===== src/design/islip_pkg.sv =====
// ----------------------------------------------------------------------------
// islip_pkg
// Shared widths, limits and state encoding for the iSLIP crossbar scheduler.
// ----------------------------------------------------------------------------
`default_nettype none

package islip_pkg;

   // Field widths fixed by the external interface
   localparam int MATRIX_W   = 64;
   localparam int CSR_W      = 4;
   localparam int ROUNDS_W   = 4;

   // Largest round count a result can report
   localparam int MAX_ROUNDS = 8;

   // Round reset value for the iteration limit register
   localparam logic [CSR_W-1:0] MAX_ITER_RESET = 4'd4;

   // Sequencer states, one-hot
   typedef enum logic [2:0] {
      ST_IDLE = 3'b001,
      ST_RUN  = 3'b010,
      ST_DONE = 3'b100
   } state_type;

endpackage

`default_nettype wire


===== src/design/islip_rr_arb.sv =====
// ----------------------------------------------------------------------------
// islip_rr_arb
// One round-robin lane: picks the first set request at or after the pointer,
// wrapping at PORTS, and reports the winner plus the pointer value after it.
// ----------------------------------------------------------------------------
`default_nettype none

module islip_rr_arb #(
   parameter int PORTS = 8
) (
   input  wire logic                      enable,
   input  wire logic [PORTS-1:0]          req,
   input  wire logic [$clog2(PORTS)-1:0]  ptr,
   output logic                           found,
   output logic [PORTS-1:0]               grant_oh,
   output logic [$clog2(PORTS)-1:0]       next_ptr
);

   localparam int PTR_W = $clog2(PORTS);

   logic [PTR_W-1:0] win;

   // Circular scan from the pointer
   always_comb begin
      logic [PTR_W:0] pos;
      found = 1'b0;
      win   = '0;
      pos   = '0;
      for (int s = 0; s < PORTS; s++) begin
         pos = {1'b0, ptr} + (PTR_W+1)'(s);
         if (pos >= (PTR_W+1)'(PORTS)) begin
            pos = pos - (PTR_W+1)'(PORTS);
         end
         if (!found && enable && req[pos[PTR_W-1:0]]) begin
            found = 1'b1;
            win   = pos[PTR_W-1:0];
         end
      end
   end

   // One-hot winner
   always_comb begin
      for (int k = 0; k < PORTS; k++) begin
         grant_oh[k] = found && (win == PTR_W'(k));
      end
   end

   // Pointer to the port after the winner
   assign next_ptr = (win == PTR_W'(PORTS - 1)) ? '0 : win + PTR_W'(1);

endmodule

`default_nettype wire


===== src/design/islip_crossbar_scheduler.sv =====
// ----------------------------------------------------------------------------
// islip_crossbar_scheduler
// iSLIP request-grant-accept scheduler for a PORTS x PORTS VOQ crossbar.
// One grant lane per output and one accept lane per input run side by side;
// the merge logic folds the accepts into the match matrix and pointers.
//
//   channel  | direction | handshake           | payload
//   ---------+-----------+---------------------+-------------------------------
//   req      | in        | req_valid/req_stall | req_requests
//   rsp      | out       | rsp_valid/rsp_stall | rsp_matches_res, rsp_rounds_run
//   csr      | in        | csr_write_enable    | csr_write_data
//
// An item is loaded while the sequencer is idle; then the arbiter lanes complete
// a single grant-accept round each clock until a round makes no accept or the
// round limit is reached. A round limit of zero skips the rounds altogether.
// A new item is taken only while the sequencer is idle; a finished result
// sits in the output register, so one further item may run beneath it.
// When the output register is still stalled at the end of a run, the result
// waits in the working registers until it drains.
// Reset (synchronous, active high) clears all pointers, the limit register
// to 4 and the result valid.
// ----------------------------------------------------------------------------
`default_nettype none

module islip_crossbar_scheduler #(
   parameter int PORTS = 8
) (
   input  wire logic                              clock,
   input  wire logic                              reset,
   // request channel
   input  wire logic                              req_valid,
   output logic                                   req_stall,
   input  wire logic [islip_pkg::MATRIX_W-1:0]    req_requests,
   // result channel
   output logic                                   rsp_valid,
   input  wire logic                              rsp_stall,
   output logic [islip_pkg::MATRIX_W-1:0]         rsp_matches_res,
   output logic [islip_pkg::ROUNDS_W-1:0]         rsp_rounds_run,
   // configuration
   input  wire logic                              csr_write_enable,
   input  wire logic [islip_pkg::CSR_W-1:0]       csr_write_data
);

   localparam int PTR_W = $clog2(PORTS);
   localparam int MW    = islip_pkg::MATRIX_W;
   localparam int RW    = islip_pkg::ROUNDS_W;
   localparam logic [islip_pkg::CSR_W-1:0] PORT_LIMIT = islip_pkg::CSR_W'(PORTS);

   // Control state
   islip_pkg::state_type         state_ff, state_in;
   logic [islip_pkg::CSR_W-1:0]  max_iter_ff;
   logic                         rsp_valid_ff, rsp_valid_in;
   logic [PTR_W-1:0]             acc_ptr_ff [PORTS];
   logic [PTR_W-1:0]             acc_ptr_in [PORTS];
   logic [PTR_W-1:0]             gnt_ptr_ff [PORTS];
   logic [PTR_W-1:0]             gnt_ptr_in [PORTS];

   // Working registers
   logic [MW-1:0]                reqs_ff, reqs_in;
   logic [MW-1:0]                match_ff, match_in;
   logic [RW-1:0]                rounds_ff, rounds_in;
   logic [PORTS-1:0]             in_busy_ff, in_busy_in;
   logic [PORTS-1:0]             out_busy_ff, out_busy_in;
   logic [MW-1:0]                rsp_matches_ff, rsp_matches_in;
   logic [RW-1:0]                rsp_rounds_ff, rsp_rounds_in;

   // Lane signals
   logic [PORTS-1:0]             gnt_req   [PORTS];   // per output, over inputs
   logic [PORTS-1:0]             gnt_oh    [PORTS];
   logic [PTR_W-1:0]             gnt_next  [PORTS];
   logic [PORTS-1:0]             gnt_found;
   logic [PORTS-1:0]             acc_req   [PORTS];   // per input, over outputs
   logic [PORTS-1:0]             acc_oh    [PORTS];
   logic [PTR_W-1:0]             acc_next  [PORTS];
   logic [PORTS-1:0]             acc_found;
   logic [PORTS-1:0]             out_hit;
   logic [MW-1:0]                round_match;
   logic                         round_hit;
   logic                         running;
   logic                         out_free;
   logic [islip_pkg::CSR_W-1:0]  limit;

   assign running  = (state_ff == islip_pkg::ST_RUN);
   assign out_free = !rsp_valid_ff || !rsp_stall;
   assign limit    = (max_iter_ff > PORT_LIMIT) ? PORT_LIMIT : max_iter_ff;

   // Request vectors seen by each lane
   always_comb begin
      for (int j = 0; j < PORTS; j++) begin
         for (int i = 0; i < PORTS; i++) begin
            gnt_req[j][i] = reqs_ff[i*PORTS + j] && !in_busy_ff[i];
            acc_req[i][j] = gnt_oh[j][i] && !out_busy_ff[j];
         end
      end
   end

   // Grant lanes, one per output; accept lanes, one per input
   for (genvar g = 0; g < PORTS; g++) begin : g_lane
      islip_rr_arb #(.PORTS(PORTS)) u_grant (
         .enable   (running && !out_busy_ff[g]),
         .req      (gnt_req[g]),
         .ptr      (gnt_ptr_ff[g]),
         .found    (gnt_found[g]),
         .grant_oh (gnt_oh[g]),
         .next_ptr (gnt_next[g])
      );

      islip_rr_arb #(.PORTS(PORTS)) u_accept (
         .enable   (running && !in_busy_ff[g] && gnt_found[g] | (|acc_req[g])
                    && running && !in_busy_ff[g]),
         .req      (acc_req[g]),
         .ptr      (acc_ptr_ff[g]),
         .found    (acc_found[g]),
         .grant_oh (acc_oh[g]),
         .next_ptr (acc_next[g])
      );
   end

   // Merge: match bits, outputs taken this round, pointer moves
   always_comb begin
      round_match = '0;
      out_hit     = '0;
      for (int i = 0; i < PORTS; i++) begin
         acc_ptr_in[i] = acc_ptr_ff[i];
         gnt_ptr_in[i] = gnt_ptr_ff[i];
      end
      for (int i = 0; i < PORTS; i++) begin
         for (int j = 0; j < PORTS; j++) begin
            round_match[i*PORTS + j] = acc_oh[i][j];
            out_hit[j] = out_hit[j] | acc_oh[i][j];
         end
         if (acc_found[i]) begin
            acc_ptr_in[i] = acc_next[i];
         end
      end
      for (int j = 0; j < PORTS; j++) begin
         if (out_hit[j]) begin
            gnt_ptr_in[j] = gnt_next[j];
         end
      end
   end

   assign round_hit = |acc_found;

   // Sequencer
   always_comb begin
      state_in       = state_ff;
      reqs_in        = reqs_ff;
      match_in       = match_ff;
      rounds_in      = rounds_ff;
      in_busy_in     = in_busy_ff;
      out_busy_in    = out_busy_ff;
      rsp_valid_in   = rsp_valid_ff && rsp_stall;
      rsp_matches_in = rsp_matches_ff;
      rsp_rounds_in  = rsp_rounds_ff;

      unique case (state_ff)
         islip_pkg::ST_IDLE: begin
            if (req_valid) begin
               reqs_in     = req_requests;
               match_in    = '0;
               rounds_in   = '0;
               in_busy_in  = '0;
               out_busy_in = '0;
               state_in    = (limit == '0) ? islip_pkg::ST_DONE : islip_pkg::ST_RUN;
            end
         end
         islip_pkg::ST_RUN: begin
            match_in    = match_ff | round_match;
            rounds_in   = rounds_ff + RW'(1);
            in_busy_in  = in_busy_ff | acc_found;
            out_busy_in = out_busy_ff | out_hit;
            if (!round_hit || (rounds_in == RW'(limit))) begin
               if (out_free) begin
                  rsp_valid_in   = 1'b1;
                  rsp_matches_in = match_in;
                  rsp_rounds_in  = rounds_in;
                  state_in       = islip_pkg::ST_IDLE;
               end else begin
                  state_in       = islip_pkg::ST_DONE;
               end
            end
         end
         islip_pkg::ST_DONE: begin
            if (out_free) begin
               rsp_valid_in   = 1'b1;
               rsp_matches_in = match_ff;
               rsp_rounds_in  = rounds_ff;
               state_in       = islip_pkg::ST_IDLE;
            end
         end
         default: begin
            state_in = islip_pkg::ST_IDLE;
         end
      endcase
   end

   // Control registers
   always_ff @(posedge clock) begin
      if (reset) begin
         state_ff     <= islip_pkg::ST_IDLE;
         rsp_valid_ff <= 1'b0;
         max_iter_ff  <= islip_pkg::MAX_ITER_RESET;
         for (int k = 0; k < PORTS; k++) begin
            acc_ptr_ff[k] <= '0;
            gnt_ptr_ff[k] <= '0;
         end
      end else begin
         state_ff     <= state_in;
         rsp_valid_ff <= rsp_valid_in;
         if (csr_write_enable) begin
            max_iter_ff <= csr_write_data;
         end
         for (int k = 0; k < PORTS; k++) begin
            acc_ptr_ff[k] <= acc_ptr_in[k];
            gnt_ptr_ff[k] <= gnt_ptr_in[k];
         end
      end
   end

   // Working and result registers
   always_ff @(posedge clock) begin
      reqs_ff        <= reqs_in;
      match_ff       <= match_in;
      rounds_ff      <= rounds_in;
      in_busy_ff     <= in_busy_in;
      out_busy_ff    <= out_busy_in;
      rsp_matches_ff <= rsp_matches_in;
      rsp_rounds_ff  <= rsp_rounds_in;
   end

   assign req_stall       = (state_ff != islip_pkg::ST_IDLE);
   assign rsp_valid       = rsp_valid_ff;
   assign rsp_matches_res = rsp_matches_ff;
   assign rsp_rounds_run  = rsp_rounds_ff;

endmodule

`default_nettype wire


===== config.mk =====
export PLATFORM = sky130hd
export DESIGN_NAME = islip_crossbar_scheduler
export DESIGN_NICKNAME = d
export VERILOG_FILES = /design/src/design/islip_pkg.sv /design/src/design/islip_rr_arb.sv /design/src/design/islip_crossbar_scheduler.sv
export SDC_FILE = /design/constraint.sdc
export NUM_CORES = 1
export LEC_CHECK = 0
export BUFFER_PORTS_ARGS = -buffer_cell sky130_fd_sc_hd__buf_2
export CAP_MARGIN = 0
export CELL_PAD_IN_SITES_DETAIL_PLACEMENT = 0
export CELL_PAD_IN_SITES_GLOBAL_PLACEMENT = 1
export CORE_UTILIZATION = 35
export CTS_CLUSTER_SIZE = 24
export DETAILED_ROUTE_END_ITERATION = 10
export GPL_ROUTABILITY_DRIVEN = 0
export GPL_TIMING_DRIVEN = 0
export HOLD_SLACK_MARGIN = 0.15
export PLACE_DENSITY_LB_ADDON = 0.1
export SLEW_MARGIN = 20
export SYNTH_ARGS = -nofsm -noshare
export SYNTH_HDL_FRONTEND = slang
export SYNTH_SLANG_ARGS = --single-unit

===== constraint.sdc =====
create_clock -name clock -period 8.6 [get_ports clock]
set_input_delay 0.86 -clock clock [delete_from_list [all_inputs] [get_ports clock]]
set_output_delay 0.86 -clock clock [all_outputs]
set_load 0.005 [all_outputs]

# [Word level (Yosys, flattened, before mapping)]
# Memory sizes are Yosys's and may differ from the RTL's.
# Cells that the tools add are included.
[word_totals] register_bits=224 ramBits=48 input_bits=73 output_inout_bits=70 n_memories=2
[memory_table] name="acc_ptr_ff" depth=8 width=3 read_ports=8 rd_clocked_by_memory_dff=0 write_ports=8 line="islip_crossbar_scheduler.sv:53" text="logic [PTR_W-1:0] acc_ptr_ff [PORTS];"
[memory_table] name="gnt_ptr_ff" depth=8 width=3 read_ports=8 rd_clocked_by_memory_dff=0 write_ports=8 line="islip_crossbar_scheduler.sv:55" text="logic [PTR_W-1:0] gnt_ptr_ff [PORTS];"
[op_classes] addsub=257 n_lt_le_gt_ge=257 n_eq_ne=121 muxes=716 bitwise_logic=83 n_reduce_logical=702
[op_table] cell="2-to-1 mux 3 bit" n=309
[op_table] cell="logical AND 1 bit" n=537
[op_table] cell="less-than comparator 3 x 4 -> 1 bit (second input constant)" n=128
[op_table] cell=">= comparator 4 bit (second input constant)" n=112
[op_table] cell="binary-select mux 1 bit (select 3 bit)" n=128
[op_table] cell="subtractor 3 x 1 -> 3 bit (second input constant)" n=128
[op_table] cell="2-to-1 mux 1 bit" n=261
[op_table] cell="adder 3 x 3 -> 4 bit (second input constant)" n=64
[op_table] cell="2-to-1 mux 64 bit" n=4
[op_table] cell="one-hot mux 64 bit (2 select lines)" n=2
[op_table] cell="equality test 3 bit (second input constant)" n=65
[op_table] cell="zero test 1 bit" n=131
[op_table] cell="adder 3 x 2 -> 4 bit (second input constant)" n=32
[op_table] cell="equality test 3 x 2 -> 1 bit (second input constant)" n=33
[op_table] cell="bitwise OR 1 bit" n=80
[op_table] cell="OR reduction 8 bit" n=9
[op_table] cell="adder 3 x 1 -> 4 bit (second input constant)" n=16
[op_table] cell=">= comparator 3 x 4 -> 1 bit (second input constant)" n=16
[op_table] cell="bitwise OR 64 bit" n=1
[op_table] cell="equality test 3 x 1 -> 1 bit (second input constant)" n=17
[op_table] cell="adder 3 x 1 -> 3 bit (second input constant)" n=16
[op_table] cell="zero test 3 bit" n=16
[op_table] cell="one-hot mux 8 bit (2 select lines)" n=2
[op_table] cell="2-to-1 mux 4 bit" n=5
[op_table] cell="17 further kinds" n=24

# [Longest topological paths before layout]
# An unclocked memory read counts as a cell.
[depth] word_depth=84 mapped_depth=36

# [Modules after synthesis]
# Synthesis repeated with hierarchy kept, for this count alone.
[unflattened] hier_cells=3075 hier_area_um2=29219.3
[by_module_without_submodules] mod="islip_rr_arb at g_lane[0].u_accept ..." instances=14 cells_per_inst=138 area_per_inst_um2=1147.4
[by_module_without_submodules] mod="islip_crossbar_scheduler" instances=1 cells_per_inst=886 area_per_inst_um2=11064.4
[by_module_without_submodules] mod="islip_rr_arb at g_lane[7].u_grant" instances=1 cells_per_inst=136 area_per_inst_um2=1081.0
[by_module_without_submodules] mod="islip_rr_arb at g_lane[7].u_accept" instances=1 cells_per_inst=121 area_per_inst_um2=1011.0

# [Worst setup path before layout]
# Ideal clock, no wire load.
[synth_path] kind="register to register" startpoint="mem gnt_ptr_ff[1][0] (netlist bit)" endpoint="reg rsp_matches_ff[0] (netlist: rsp_matches_res[0]), enable pin" setup_time_ns=0.434 arrival_ns=7.837 required_ns=8.166 setup_slack_ns=0.329 path_stages_with_launch=27 path_buffers=4 synth_period_minus_slack_ns=8.271 path_cell_list="dfxtp_1 buf_2 buf_2 inv_1 ha_1 clkbuf_1 and4b_1 or4_1 mux2i_1 o21ai_0 a21oi_1 nand2_1 a21oi_1 a211oi_1 a21oi_1 inv_1 ha_1 nand2_1 nor3_1 mux4_2 and2_1 a2111oi_2 a41oi_1 buf_2 or3_1 o41ai_2 and3_1"
[synth_rtl] element="start, declared" line="islip_crossbar_scheduler.sv:55"
[synth_rtl] element="end signal, assigned" line="islip_crossbar_scheduler.sv:228" text="rsp_matches_ff <= rsp_matches_in;"
[synth_rtl] element="end, declared" line="islip_crossbar_scheduler.sv:64" text="logic [MW-1:0] rsp_matches_ff, rsp_matches_in;"

==> metrics <==
outcome finished, final reports clean; CP required 9.04 ns; Mapped Nets 3377; skew final 0.0212 ns; drt pass-1 iters 8; largest family of logic cells by synthesized area simple AND/OR/NAND/NOR gates; Post-Synth XOR/XNOR Area 1.74%; Worst-path clk slew 0.06 ns; post-route ant nets 0; Crit Path Max Fanout 10; Die H 286 um; DRT Wirelength 117000 um; sequential area share after synthesis 26.9%; layout cells sized above 1 18.4%; Clock Power Share 36.2%; Hold Slack 0.470 ns; register bit total from synthesis 272; final hold vios 0; Synth Area per Inst 8.87 um^2; switching part of the total power 32.2%; CP peak stage delay 0.58 ns; fin util 40.9%; Synth Area in Adders 5.36%; DIE AREA 81800 um^2; # nets final 3593; synth warn 0; crit path launch type flip-flop; DR vias/cell 6.37; DRC errors left 0; IO Pins 143; filler instances 8083; Post-Synthesis Cells 3183; Layout area overhead 14.9%; slowest CP cell or4_4; largest net degree at the start of global routing 60; Slew Viols, Final 0; ys async rst share 0%; initial DRC count 3085; Detail Placement HPWL 91300 um; Clock Sinks 272; GRT Util Overall 27.6%; post-layout min period 8.33 ns; pre-CTS WS -1.64 ns; Placeable Area 79400 um^2; simple logic cell fraction of the synthesized area 27.9%; vias in the first global route 27300; post-synthesis cell type count 126; vias 28500; Overflow after GRT 0; Hold Crit Class in2reg; number of port buffers 140; Avg WL per Cell 26.0 um; Pint 2810 uW; antenna violations before repair 6; Slew @ Worst Pin 1.17 ns; Initial Util 35.6%; critical path type reg2reg; Final setup violation count 0; worst setup margin 0.266 ns; root buf cell clkbuf_16; max-cap violation count 0; # rows 103; EDFF count, synth 216; Max-slew headroom 21.6%; htree depth 2; prevailing post-synth register cell edfxtp_1; first-pass GRT wire length 173000 um; switching power 1340 uW; die width 286 um; CTS max path bufs 3; Worst setup EP type flip-flop; synthesized cell area 28200 um^2; sequential group share of total power 39.9%; Synth Area in Compound Gates 22.3%; Max VDD drop 0.123 mV; maximum clock frequency 120 MHz; worst path arrival time 8.78 ns; combinational power share 23.8%; Lkg Pwr 0.0120 uW; period utilization 96.9%; CTS tree yes; PwrDens 128 nW/um^2; cts bufs inserted 37; mux share of post-synthesis cell area 11.0%; Skew-Pair Late Insertion Delay 0.56 ns
==> sequential cells by signal, indices dropped and copies added (netlist names), 8 cells and up <==
register         count
out_busy_ff          8
acc_ptr_ff          24
reqs_ff             64
gnt_ptr_ff          24
match_ff            64
rsp_matches_res     64
in_busy_ff           8
==> cells in the final DEF (no fill, tap or decap), types with 17 or more instances in the layout <==
| cell | n |
|---|---|
| nor2b_1 | 64 |
| mux2i_1 | 87 |
| nand2_1 | 228 |
| ha_1 | 117 |
| a31oi_1 | 36 |
| nor3_1 | 78 |
| o31a_1 | 18 |
| edfxtp_1 | 216 |
| nor4_1 | 34 |
| a21o_1 | 41 |
| or3_1 | 40 |
| a211oi_1 | 44 |
| o22ai_1 | 37 |
| nand3_1 | 96 |
| nand2b_1 | 127 |
| clkbuf_16 | 39 |
| and2_1 | 108 |
| nor2_1 | 290 |
| o211ai_1 | 49 |
| buf_2 | 177 |
| or2_2 | 40 |
| and3_1 | 28 |
| mux4_2 | 80 |
| clkbuf_1 | 114 |
| o21ai_0 | 84 |
| nor4b_1 | 25 |
| inv_1 | 110 |
| nor4bb_1 | 35 |
| mux2_2 | 24 |
| dfxtp_1 | 53 |
| xor2_1 | 29 |
| buf_4 | 49 |
| xnor2_1 | 27 |
| o21a_1 | 17 |
| a21oi_1 | 111 |
| a22oi_1 | 22 |
| nand4_1 | 36 |
| o31ai_1 | 19 |
==> cells in the mapped netlist (all sizes together) (17+ instances only) <==
library cell,count,area (um^2)
and2,110,691
a221oi,19,191
o211ai,50,380
and4b,18,188
nand2b,127,795
nand3,97,485
mux2,28,315
nand4,36,225
nor3,83,435
o22ai,40,263
a211oi,48,380
edfxtp,216,6490
xor2,29,254
a21o,41,308
o21ai,109,564
nor4b,35,374
or2,45,282
a31oi,40,256
clkbuf,121,454
o31a,18,158
mux2i,95,978
and3,30,193
a21oi,118,594
ha,121,1510
nor2,291,1090
dfxtp,56,1120
buf,69,390
inv,124,465
a311oi,17,155
xnor2,27,236
o31ai,26,220
mux4,80,1800
or3,40,250
nor4bb,36,360
a22oi,27,208
nor2b,65,414
nor4,55,568
o21a,19,144
nand2,229,860
==> layer usage <==
metal	share of wire (%)	vias to the layer above	GRT usage, %	routed length, um
met3	8.2	249	5.60	9600
met1	42	14100	36.2	49300
li1	-	12800	-	-
met5	0.030	-	0	35
met4	4.2	6	10.6	4860
met2	45	1391	44.4	52800
==> what timing repair did <==
action	CTS	global route
gates resized for setup	56	68
setup endpoints to repair	187	126
buffers inserted	14	23
hold buffers	0	0
pin swaps	12	10
==> final timing paths <==
check | start | endpoint | slack [ns] | depth (start not counted)
max | gnt_ptr_ff[1][0] | gnt_ptr_ff[1][0] | 0.27 | 33
min | req_requests[31] | reqs_ff[31] | 0.47 | 1
max reg2reg | gnt_ptr_ff[1][0] | gnt_ptr_ff[1][0] | 0.27 | 33
min reg2reg | match_ff[37] | rsp_matches_res[37] | 0.52 | 1
==> through the flow <==
stage	area (um^2)	power, uW	std cells	TNS, ns
floorplan	28200	2240	3183	0
global placement	30300	2590	4373	-214.36
detailed placement	30400	2610	4376	-124.79
CTS	32000	4150	4454	0
global route	32400	4310	4475	-0.115
finish	32500	4150	4478	0
==> area by class of cell <==
class	instances	area (um^2)	area share (%)
well taps	1050	1310	4.05
repair buffers	180	1140	3.50
diodes	3	7.51	0.0231
flip-flops and latches	272	7610	23.5
multi-input cells	2587	19800	61.2
clock inverters	15	120	0.370
plain buffers	187	870	2.68
inverters	134	510	1.57
clock buffers	50	1040	3.20
==> kinds of logic (layout without fill, tap and decap cells) <==
| logic type | Yosys count | after routing |
|---|---|---|
| mux | 203 | 203 |
| simple gates | 1374 | 1374 |
| compound gates | 833 | 833 |
| other cells | 0 | 3 |
| fa+ha+maj | 121 | 121 |
| buf+inv | 324 | 566 |
| xor+xnor | 56 | 56 |
| flops | 272 | 272 |
==> critical path: cells and delay by family (launching register included) <==
kind,cells,cell delay [ns]
and+or+nand+nor,12,3.02
DFF,1,0.42
buffers and inverters,8,1.25
muxes,2,0.89
adders and majority gates,3,0.81
AOI/OAI and AO/OA,8,1.82
==> power by group through the flow <==
stage                     registers [uW]  logic [uW]  clock network, uW
after global placement              1700         895                  0
final                               1660         989               1500
after detailed placement            1690         924                  0
after floorplan                     1660         585                  0
after global routing                1670        1050               1590
after CTS                           1660         938               1550
No activity file was read; power rests on OpenSTA's default activity.
